File: config.mk
export PLATFORM = sky130hd
export DESIGN_NAME = voxel_face_quad_emitter
export DESIGN_NICKNAME = d
export VERILOG_FILES = /design/src/hdl/vfqe_pkg.sv /design/src/hdl/vfqe_geom.sv /design/src/hdl/vfqe_emit.sv /design/src/hdl/voxel_face_quad_emitter.sv
export SDC_FILE = /design/constraint.sdc
export NUM_CORES = 2
export LEC_CHECK = 0
export ABC_AREA = 1
export BUFFER_PORTS_ARGS = -buffer_cell sky130_fd_sc_hd__buf_2
export CAP_MARGIN = 5
export CELL_PAD_IN_SITES_DETAIL_PLACEMENT = 1
export CELL_PAD_IN_SITES_GLOBAL_PLACEMENT = 1
export CORE_AREA = 5 5 443 445
export DETAILED_ROUTE_END_ITERATION = 10
export DIE_AREA = 0 0 448 450
export GPL_TIMING_DRIVEN = 1
export PLACE_DENSITY_LB_ADDON = 0.05
export SYNTH_ARGS = -nofsm -noshare
export SYNTH_HDL_FRONTEND = slang
export SYNTH_HIERARCHICAL = 1
export SYNTH_SLANG_ARGS = --single-unit
File: constraint.sdc
create_clock -name clk -period 25.9 [get_ports clk]
set_input_delay 5.18 -clock clk [delete_from_list [all_inputs] [get_ports clk]]
set_output_delay 5.18 -clock clk [all_outputs]
set_load 0.02 [all_outputs]
File: src/hdl/vfqe_pkg.sv
`default_nettype none
package vfqe_pkg;

  localparam int COORD_FRAC_BITS_DEF = 16;

  localparam int CFG_W = 25;
  localparam logic [CFG_W-1:0] CFG_RESET = CFG_W'(65536);

  localparam logic [0:0] REG_CEILING_HEIGHT = 1'd0;
  localparam logic [0:0] REG_WET_DEPTH      = 1'd1;

  localparam logic [3:0] KIND_NONE        = 4'd0;
  localparam logic [3:0] KIND_WALL        = 4'd1;
  localparam logic [3:0] KIND_FLOOR       = 4'd2;
  localparam logic [3:0] KIND_CEILING     = 4'd3;
  localparam logic [3:0] KIND_RAISED      = 4'd4;
  localparam logic [3:0] KIND_DIAGONAL    = 4'd5;
  localparam logic [3:0] KIND_TRANSPARENT = 4'd6;
  localparam logic [3:0] KIND_EDGE        = 4'd7;
  localparam logic [3:0] KIND_CHASM       = 4'd8;
  localparam logic [3:0] KIND_DOOR        = 4'd9;

  localparam logic [1:0] FACING_POS_X = 2'd0;
  localparam logic [1:0] FACING_NEG_X = 2'd1;
  localparam logic [1:0] FACING_POS_Z = 2'd2;
  localparam logic [1:0] FACING_NEG_Z = 2'd3;

  localparam logic [2:0] FACE_NEAR_X    = 3'd0;
  localparam logic [2:0] FACE_FAR_X     = 3'd1;
  localparam logic [2:0] FACE_NEAR_Y    = 3'd2;
  localparam logic [2:0] FACE_FAR_Y     = 3'd3;
  localparam logic [2:0] FACE_NEAR_Z    = 3'd4;
  localparam logic [2:0] FACE_FAR_Z     = 3'd5;
  localparam logic [2:0] FACE_DIAG_NEAR = 3'd6;
  localparam logic [2:0] FACE_DIAG_FAR  = 3'd7;

  typedef struct packed {
    logic [3:0]         voxel_kind;
    logic signed [15:0] grid_x;
    logic signed [15:0] grid_y;
    logic signed [15:0] grid_z;
    logic               diagonal_first;
    logic [1:0]         facing;
    logic [16:0]        y_offset;
    logic [16:0]        y_size;
    logic               chasm_wet;
    logic [3:0]         chasm_walls;
    logic [5:0]         out_capacity;
  } voxel_t;

  typedef struct packed {
    logic signed [31:0] c0_x;
    logic signed [31:0] c0_y;
    logic signed [31:0] c0_z;
    logic signed [31:0] c1_x;
    logic signed [31:0] c1_y;
    logic signed [31:0] c1_z;
    logic signed [31:0] c2_x;
    logic signed [31:0] c2_y;
    logic signed [31:0] c2_z;
    logic               last_quad;
    logic [2:0]         quad_count;
  } quad_t;

  // Geometry of one voxel, handed from the front pipeline to the emitter.
  typedef struct packed {
    logic [31:0]      ox;
    logic [31:0]      oy;
    logic [31:0]      oz;
    logic [31:0]      yv;
    logic [5:0][2:0]  faces;
    logic [2:0]       n;
    logic             err;
  } geom_t;

  // Corner codes {c2, c1, c0}; bit 0 adds X, bit 1 adds Y, bit 2 adds Z.
  function automatic logic [8:0] face_corners(input logic [2:0] face);
    logic [8:0] r;
    unique case (face)
      FACE_NEAR_X:    r = {3'd6, 3'd4, 3'd0};
      FACE_FAR_X:     r = {3'd3, 3'd1, 3'd5};
      FACE_NEAR_Y:    r = {3'd4, 3'd5, 3'd1};
      FACE_FAR_Y:     r = {3'd7, 3'd6, 3'd2};
      FACE_NEAR_Z:    r = {3'd2, 3'd0, 3'd1};
      FACE_FAR_Z:     r = {3'd7, 3'd5, 3'd4};
      FACE_DIAG_NEAR: r = {3'd7, 3'd5, 3'd0};
      FACE_DIAG_FAR:  r = {3'd6, 3'd4, 3'd1};
      default:        r = '0;
    endcase
    return r;
  endfunction

  function automatic logic [2:0] edge_face(input logic [1:0] facing);
    logic [2:0] r;
    unique case (facing)
      FACING_POS_X: r = FACE_FAR_X;
      FACING_NEG_X: r = FACE_NEAR_X;
      FACING_POS_Z: r = FACE_FAR_Z;
      FACING_NEG_Z: r = FACE_NEAR_Z;
    endcase
    return r;
  endfunction

  function automatic logic [2:0] chasm_wall_face(input logic [1:0] b);
    logic [2:0] r;
    unique case (b)
      2'd0:    r = FACE_NEAR_X;
      2'd1:    r = FACE_FAR_X;
      2'd2:    r = FACE_NEAR_Z;
      default: r = FACE_FAR_Z;
    endcase
    return r;
  endfunction

endpackage
`default_nettype wire

File: src/hdl/vfqe_geom.sv
`default_nettype none
module vfqe_geom #(
  parameter int COORD_FRAC_BITS = vfqe_pkg::COORD_FRAC_BITS_DEF
) (
  input  wire logic                       clk,
  input  wire logic                       rst,
  input  wire logic [vfqe_pkg::CFG_W-1:0] ceiling_height,
  input  wire logic [vfqe_pkg::CFG_W-1:0] wet_depth,
  input  wire logic                       voxel_valid,
  output logic                            voxel_ready,
  input  wire vfqe_pkg::voxel_t           voxel,
  output logic                            geom_valid,
  input  wire logic                       geom_ready,
  output vfqe_pkg::geom_t                 geom
);
  import vfqe_pkg::*;

  // Stage 1: face list decode
  logic            v1;
  logic [15:0]     s1_gx, s1_gy, s1_gz;
  logic [16:0]     s1_yoff, s1_ysize;
  logic            s1_raised, s1_edge, s1_chasm, s1_wet, s1_err;
  logic [5:0][2:0] s1_faces;
  logic [2:0]      s1_n;

  // Stage 2: products
  logic            v2;
  logic [31:0]     s2_ox, s2_oz, s2_oy_base, s2_adj, s2_yv;
  logic [5:0][2:0] s2_faces;
  logic [2:0]      s2_n;
  logic            s2_err;

  logic            v3;
  logic            en1, en2, en3;

  logic [5:0][2:0] faces_next;
  logic [2:0]      n_next;
  logic            err_next;

  logic [41:0]     oy_prod;
  logic [41:0]     off_prod;
  logic [41:0]     size_prod;
  logic [CFG_W-1:0] depth;
  logic [31:0]     adj_next;
  logic [31:0]     yv_next;

  assign en3 = !v3 || geom_ready;
  assign en2 = !v2 || en3;
  assign en1 = !v1 || en2;
  assign voxel_ready = en1;
  assign geom_valid = v3;

  always_comb begin
    faces_next = '0;
    n_next = '0;
    unique case (voxel.voxel_kind)
      KIND_WALL, KIND_RAISED: begin
        for (int b = 0; b < 6; b++) begin
          faces_next[b] = 3'(b);
        end
        n_next = 3'd6;
      end
      KIND_FLOOR: begin
        faces_next[0] = FACE_FAR_Y;
        n_next = 3'd1;
      end
      KIND_CEILING: begin
        faces_next[0] = FACE_NEAR_Y;
        n_next = 3'd1;
      end
      KIND_DIAGONAL: begin
        faces_next[0] = voxel.diagonal_first ? FACE_DIAG_NEAR : FACE_DIAG_FAR;
        n_next = 3'd1;
      end
      KIND_TRANSPARENT, KIND_DOOR: begin
        faces_next[0] = FACE_NEAR_X;
        faces_next[1] = FACE_FAR_X;
        faces_next[2] = FACE_NEAR_Z;
        faces_next[3] = FACE_FAR_Z;
        n_next = 3'd4;
      end
      KIND_EDGE: begin
        faces_next[0] = edge_face(voxel.facing);
        n_next = 3'd1;
      end
      KIND_CHASM: begin
        faces_next[0] = FACE_NEAR_Y;
        n_next = 3'd1;
        // pack the visible walls after the floor, in bit order
        for (int b = 0; b < 4; b++) begin
          if (voxel.chasm_walls[b]) begin
            faces_next[n_next] = chasm_wall_face(2'(b));
            n_next = n_next + 3'd1;
          end
        end
      end
      default: begin
        n_next = '0;
      end
    endcase
    err_next = (n_next == 3'd0) || (voxel.out_capacity == 6'd0)
               || (voxel.out_capacity < {3'd0, n_next});
  end

  always_ff @(posedge clk) begin
    if (rst) begin
      v1 <= 1'b0;
    end else if (en1) begin
      v1 <= voxel_valid;
    end
    if (en1) begin
      s1_gx     <= voxel.grid_x;
      s1_gy     <= voxel.grid_y;
      s1_gz     <= voxel.grid_z;
      s1_yoff   <= voxel.y_offset;
      s1_ysize  <= voxel.y_size;
      s1_raised <= (voxel.voxel_kind == KIND_RAISED);
      s1_edge   <= (voxel.voxel_kind == KIND_EDGE);
      s1_chasm  <= (voxel.voxel_kind == KIND_CHASM);
      s1_wet    <= voxel.chasm_wet;
      s1_faces  <= faces_next;
      s1_n      <= err_next ? 3'd1 : n_next;
      s1_err    <= err_next;
    end
  end

  assign oy_prod   = 42'($signed(s1_gy) * $signed({1'b0, ceiling_height}));
  assign off_prod  = 42'(s1_yoff) * 42'(ceiling_height);
  assign size_prod = 42'(s1_ysize) * 42'(ceiling_height);
  assign depth     = s1_wet ? wet_depth : ceiling_height;

  always_comb begin
    adj_next = '0;
    yv_next  = 32'(ceiling_height);
    if (s1_chasm) begin
      adj_next = 32'(ceiling_height) - 32'(depth);
      yv_next  = 32'(depth);
    end else if (s1_raised) begin
      adj_next = 32'(off_prod[41:16]);
      yv_next  = 32'(size_prod[41:16]);
    end else if (s1_edge) begin
      adj_next = 32'(off_prod[41:16]);
    end
  end

  always_ff @(posedge clk) begin
    if (rst) begin
      v2 <= 1'b0;
    end else if (en2) begin
      v2 <= v1;
    end
    if (en2) begin
      s2_ox      <= 32'($signed(s1_gx)) << COORD_FRAC_BITS;
      s2_oz      <= 32'($signed(s1_gz)) << COORD_FRAC_BITS;
      s2_oy_base <= oy_prod[31:0];
      s2_adj     <= adj_next;
      s2_yv      <= yv_next;
      s2_faces   <= s1_faces;
      s2_n       <= s1_n;
      s2_err     <= s1_err;
    end
  end

  // Stage 3: final origin
  always_ff @(posedge clk) begin
    if (rst) begin
      v3 <= 1'b0;
    end else if (en3) begin
      v3 <= v2;
    end
    if (en3) begin
      geom.ox    <= s2_ox;
      geom.oy    <= s2_oy_base + s2_adj;
      geom.oz    <= s2_oz;
      geom.yv    <= s2_yv;
      geom.faces <= s2_faces;
      geom.n     <= s2_n;
      geom.err   <= s2_err;
    end
  end

endmodule
`default_nettype wire

File: src/hdl/vfqe_emit.sv
`default_nettype none
module vfqe_emit #(
  parameter int COORD_FRAC_BITS = vfqe_pkg::COORD_FRAC_BITS_DEF
) (
  input  wire logic              clk,
  input  wire logic              rst,
  input  wire logic              geom_valid,
  output logic                   geom_ready,
  input  wire vfqe_pkg::geom_t   geom,
  output logic                   quad_valid,
  input  wire logic              quad_stall,
  output vfqe_pkg::quad_t        quad
);
  import vfqe_pkg::*;

  localparam logic [31:0] UNIT = 32'(1) << COORD_FRAC_BITS;

  logic        cur_valid;
  geom_t       cur;
  logic [2:0]  k;
  logic        out_load;
  logic        cur_done;
  logic [2:0]  k_last;
  logic [8:0]  codes;
  logic [2:0]  c0, c1, c2;
  quad_t       quad_next;

  assign k_last     = cur.n - 3'd1;
  assign out_load   = cur_valid && (!quad_valid || !quad_stall);
  assign cur_done   = out_load && (k == k_last);
  assign geom_ready = !cur_valid || cur_done;

  assign codes = face_corners(cur.faces[k]);
  assign c0 = codes[2:0];
  assign c1 = codes[5:3];
  assign c2 = codes[8:6];

  always_comb begin
    quad_next = '0;
    quad_next.last_quad = (k == k_last);
    if (!cur.err) begin
      quad_next.c0_x = cur.ox + (c0[0] ? UNIT : 32'd0);
      quad_next.c0_y = cur.oy + (c0[1] ? cur.yv : 32'd0);
      quad_next.c0_z = cur.oz + (c0[2] ? UNIT : 32'd0);
      quad_next.c1_x = cur.ox + (c1[0] ? UNIT : 32'd0);
      quad_next.c1_y = cur.oy + (c1[1] ? cur.yv : 32'd0);
      quad_next.c1_z = cur.oz + (c1[2] ? UNIT : 32'd0);
      quad_next.c2_x = cur.ox + (c2[0] ? UNIT : 32'd0);
      quad_next.c2_y = cur.oy + (c2[1] ? cur.yv : 32'd0);
      quad_next.c2_z = cur.oz + (c2[2] ? UNIT : 32'd0);
      quad_next.quad_count = cur.n;
    end
  end

  always_ff @(posedge clk) begin
    if (rst) begin
      cur_valid <= 1'b0;
      k <= '0;
    end else if (geom_ready) begin
      cur_valid <= geom_valid;
      k <= '0;
    end else if (out_load) begin
      k <= k + 3'd1;
    end
    if (geom_ready) begin
      cur <= geom;
    end
  end

  always_ff @(posedge clk) begin
    if (rst) begin
      quad_valid <= 1'b0;
    end else if (out_load) begin
      quad_valid <= 1'b1;
    end else if (!quad_stall) begin
      quad_valid <= 1'b0;
    end
    if (out_load) begin
      quad <= quad_next;
    end
  end

endmodule
`default_nettype wire

File: src/hdl/voxel_face_quad_emitter.sv
// Voxel face quad emitter.
// Input channel voxel_valid / voxel_stall / voxel carries one voxel per beat;
// output channel quad_valid / quad_stall / quad carries one face quad per beat
// (three corners, last_quad and quad_count). A voxel gives 1 to 6 quads; an
// empty or unknown kind, or too small out_capacity, gives one quad with count 0.
// The configuration port (cfg_write, cfg_index, cfg_data) sets ceiling_height
// (index 0) and the depth of a wet chasm (index 1); write only while idle.
// Path: the decode register loads at the edge that takes the voxel beat; the
// multiply, origin, emitter and output registers follow in that order, and the
// first quad of a voxel shows on quad_valid from the output register.
// Throughput: one quad per cycle while quad_stall is low; the single result port
// sends a voxel's quads in turn and takes the next voxel as its last quad loads.
// Reset (rst, synchronous) empties every stage and loads 1.0 into both
// registers. When the receiver stalls, the output register holds its quad and
// the pipeline behind it fills, then voxel_stall rises; nothing is lost.
`default_nettype none
module voxel_face_quad_emitter #(
  parameter int COORD_FRAC_BITS = vfqe_pkg::COORD_FRAC_BITS_DEF
) (
  input  wire logic                       clk,
  input  wire logic                       rst,
  input  wire logic                       cfg_write,
  input  wire logic [0:0]                 cfg_index,
  input  wire logic [vfqe_pkg::CFG_W-1:0] cfg_data,
  input  wire logic                       voxel_valid,
  output logic                            voxel_stall,
  input  wire vfqe_pkg::voxel_t           voxel,
  output logic                            quad_valid,
  input  wire logic                       quad_stall,
  output vfqe_pkg::quad_t                 quad
);
  import vfqe_pkg::*;

  logic [CFG_W-1:0] ceiling_height;
  logic [CFG_W-1:0] wet_depth;
  logic             voxel_ready;
  logic             geom_valid;
  logic             geom_ready;
  geom_t            geom;

  always_ff @(posedge clk) begin
    if (rst) begin
      ceiling_height <= CFG_RESET;
      wet_depth      <= CFG_RESET;
    end else if (cfg_write) begin
      unique case (cfg_index)
        REG_CEILING_HEIGHT: ceiling_height <= cfg_data;
        REG_WET_DEPTH:      wet_depth      <= cfg_data;
        default: ;
      endcase
    end
  end

  assign voxel_stall = !voxel_ready;

  vfqe_geom #(
    .COORD_FRAC_BITS(COORD_FRAC_BITS)
  ) u_geom (
    .clk            (clk),
    .rst            (rst),
    .ceiling_height (ceiling_height),
    .wet_depth      (wet_depth),
    .voxel_valid    (voxel_valid),
    .voxel_ready    (voxel_ready),
    .voxel          (voxel),
    .geom_valid     (geom_valid),
    .geom_ready     (geom_ready),
    .geom           (geom)
  );

  vfqe_emit #(
    .COORD_FRAC_BITS(COORD_FRAC_BITS)
  ) u_emit (
    .clk        (clk),
    .rst        (rst),
    .geom_valid (geom_valid),
    .geom_ready (geom_ready),
    .geom       (geom),
    .quad_valid (quad_valid),
    .quad_stall (quad_stall),
    .quad       (quad)
  );

endmodule
`default_nettype wire

==> metrics.yaml <==
synth_seq_cells: 732
clock_sink_count: 732
yosysWarningCount: 6
rsz0062_at_grt: "false"
detailedRoute.firstIterationViolations: 2703
first_global_vias: 64221
max-cap-violations: 0
timing.hold.worst_endpoint: "u_emit/cur[106]"
route.detailed.wl_per_inst_um: 21.2
start_kind: "input pin"
holdBufCountCts: 0
path_cells: "buf_2 -> nand2_1 -> nand2_1 -> inv_6 -> nand2_1 -> nand2_4 -> inv_1 -> nand2_4 -> nor2_1 -> nand2_4 -> inv_1 -> buf_2"
routed-wl-met3_um: 9030
num-nets-final: 10774
fin_cells: 11809
hp-class: "reg2reg"
synth_edf_count: 674
timing_worst_setup_path_type: "in2out"
dr_total_vias: 58521
starting_density_of_the_core_pct: 39.8
grt_first_pass_wirelength_um: 386000
grt_antenna_before_repair: 26
asyncSetResetFlopFracSynth_pct: 0
postRouteAntennaNets: 0
timing.final.crit_period_ns: 13.14
post_dp_cell_area_um2: 80000
row_count: 161
port_buffer_count: 424
cts_tree: "built"
worst-r2r-setup-slack_ns: 18.45
yosysSeqAreaShare_pct: 28.0
synthCells: 9051
detailed_place_hpwl_um: 202000
worstReg2RegEnd: "u_geom/s2_yv[20]"
outcome: "complete, no violations"
most-common-layout-cells: "2,235 x nand2_1, 2,138 x inv_1, 976 x fa_1"
cts.root.buffer_cell: "clkbuf_16"
route.top_layer_used: "met5"
fill_cell_instance_count_of_the_final_layout: 22898
fin_area_um2: 82900
cp.required_ns: 20.72
total_leakage_power_nw: 42.6
gr_overflow_total: 0
crit_path_max_fanout: 45
most_common_cell_after_layout_fill_and_taps_aside: "nand2_1"
finalHoldWorstSlack_ns: 0.397
yosysUniqueCellTypes: 73
die_area_um2: 202000
cpMaxStageDelayCell: "nand2_4"
cp.buffers_inverters: 5
fp.coreArea_um2: 192000
die_height_um: 450
post_synthesis_compound_gate_area_fraction_pct: 5.90
setup_viol: 0
post_route_skew_ns: 0.0649
io-pin-count: 425
gr-usage-all-layers_pct: 25.0
power-per-cell-area_nw_per_um2: 87.9
drt-vias-per-instance: 4.96
min-delay-start: "u_geom/geom[106]"
grt_max_degree: 74
yosys.area_share.xor_xnor_pct: 1.18
drt_pre_antenna_iters: 5
synthAdderAreaFrac_pct: 33.2
drc: 0
htree_levels: 3
sum_of_routed_wire_length_over_all_layers_um: 251000
max_stage_delay_ns: 0.48
route.layer.met1.wl_um: 109000
synth_simple_gate_area_share_pct: 17.5
met2WireLength_um: 125000
path_clk_slew_ns: 0.06
post-place-cells: 11639
final_worst_path_period_share_pct: 50.7
synth.avg_cell_area_um2: 8.44
vdd_ir_drop_max_mv: 0.0698
post_cts.resized_instances: 0
ctsLongestPathBuffers: 3
finalHoldViolations: 0
post_synth_instance_area_um2: 76400
transition_at_the_pin_with_the_smallest_max_transition_slack_ns: 1.25
cts-buffers-inserted: 87
synthToLayoutAreaGrowth_pct: 8.57
crit_path_end_kind: "output pin"
die_width_um: 448
clock_latency_ns: 0.74
final-max-slew-violation-count: 0
gp_routability_congestion: 0.916
max-slew-margin-rel_pct: 16.4
cts_post_setup_buffers_inserted: 0
r2r_start: "ceiling_height[16]"
yosys_most_used_dff: "edfxtp_1"
final_util_pct: 43.2
timing.critical_path.arrival_ns: 7.96
combinational_family_with_the_most_area_after_synthesis: "adder cells"
drive_above_1_share_pct: 8.82
yosys-mux-area-fraction_pct: 0.118
cell_depth_of_the_worst_min_delay_path: 0
fmax_ghz: 0.0761
cp_top_family: "simple AND/OR/NAND/NOR gates"
timing.setup.tns_ns: 0
reg2regPathDepth: 26
==> power breakdown <==
part | internal (W) | switching (W)
Sequential | 0.00154 | 0.000108
Clock | 0.000714 | 0.000538
Combinational | 0.00143 | 0.00296
Total | 0.00368 | 0.00361
==> synthesized netlist by cell type (5+ instances only) <==
library cell / number / area, µm²
o21bai_1: 29 / 218
buf_4: 161 / 1210
a21oi_1: 385 / 1930
a21oi_2: 7 / 61.3
nand3_2: 5 / 50.1
mux2i_1: 9 / 90.1
clkbuf_1: 275 / 1030
o31ai_1: 5 / 37.5
ha_1: 465 / 5820
nor3_1: 46 / 230
nor2_1: 642 / 2410
buf_6: 5 / 56.3
buf_2: 18 / 90.1
or2_2: 19 / 119
xnor2_1: 36 / 315
nor2_2: 26 / 163
o211ai_1: 7 / 52.6
nand2_1: 2238 / 8400
o211a_1: 5 / 50.1
o21ai_0: 253 / 1270
o21ai_1: 25 / 125
fa_1: 976 / 19500
buf_1: 33 / 124
inv_2: 9 / 33.8
nand3_1: 202 / 1010
o21a_1: 14 / 105
nor2_4: 23 / 259
o21ai_2: 8 / 70.1
nand2_2: 17 / 106
nor4_1: 5 / 31.3
a21boi_0: 8 / 60.1
a21o_1: 27 / 203
nand3b_1: 15 / 113
a31oi_1: 8 / 50.1
edfxtp_1: 674 / 20200
dfxtp_1: 58 / 1160
inv_1: 2141 / 8040
xor2_1: 67 / 587
nand4_1: 41 / 257
==> flip-flops by register name, summed over array words and instances (netlist names), 25 cells and up <==
| signal | flops |
|---|---|
| u_geom/geom | 107 |
| u_geom/s2_oy_base | 32 |
| wet_depth | 25 |
| u_geom/s2_adj | 27 |
| u_emit/quad | 180 |
| u_emit/cur | 150 |
| ceiling_height | 25 |
| u_geom/s2_yv | 26 |
==> kinds of logic (layout without fill, tap and decap cells) <==
kind of cell	count (synthesis)	in the layout
and+or+nand+nor	3304	3304
buffers and inverters	2652	2833
AOI/OAI and AO/OA	809	809
DFF	732	732
other	1	52
xor gates and xnor gates	103	103
muxes	9	9
adders and majority gates	1441	1441
==> routing by layer <==
metal | up-vias | global-route usage (%)
li1 | 27356 | -
met1 | 29795 | 32.6
met2 | 1034 | 44.4
met3 | 326 | 2.42
met4 | 10 | 6.74
met5 | - | 0
==> worst max path at each step <==
stage,slack (ns),startpoint,cells past startpoint,endpoint
6_report,12.76,quad_stall,12,voxel_stall
3_3_place_gp,12.69,quad_stall,12,voxel_stall
5_1_grt,12.50,quad_stall,12,voxel_stall
3_5_place_dp,12.65,quad_stall,12,voxel_stall
2_1_floorplan,2.72,quad_stall,10,voxel_stall
4_1_cts,12.66,quad_stall,12,voxel_stall
==> worst register-to-register path: cells and delay by family, from the launching register on <==
kind	cells	cell delay, ns
adder cells (fa/ha/maj)	7	3.40
AND/OR/NAND/NOR	12	1.60
buffers and inverters	7	1.14
flip-flops	1	1.03
==> metrics by stage <==
step / power, W / setup WS [ns]
global placement: 0.00600 / 12.69
CTS: 0.00737 / 12.66
floorplan: 0.00456 / 2.72
global route: 0.00798 / 12.50
finish: 0.00729 / 12.76
detailed placement: 0.00607 / 12.65
==> final cells by class <==
| type | count | area (µm²) | share of cell area [%] |
|---|---|---|---|
| diodes | 11 | 27.5 | 0.0332 |
| clock buffers | 100 | 2250 | 2.71 |
| clock inverters | 59 | 666 | 0.803 |
| inverters | 2152 | 8100 | 9.76 |
| multi-input cells | 5707 | 44400 | 53.6 |
| flip-flops and latches | 732 | 21400 | 25.8 |
| well taps | 2526 | 3160 | 3.81 |
| repair buffers | 522 | 2860 | 3.45 |
Note: power is estimated with default switching activity, not from simulation.
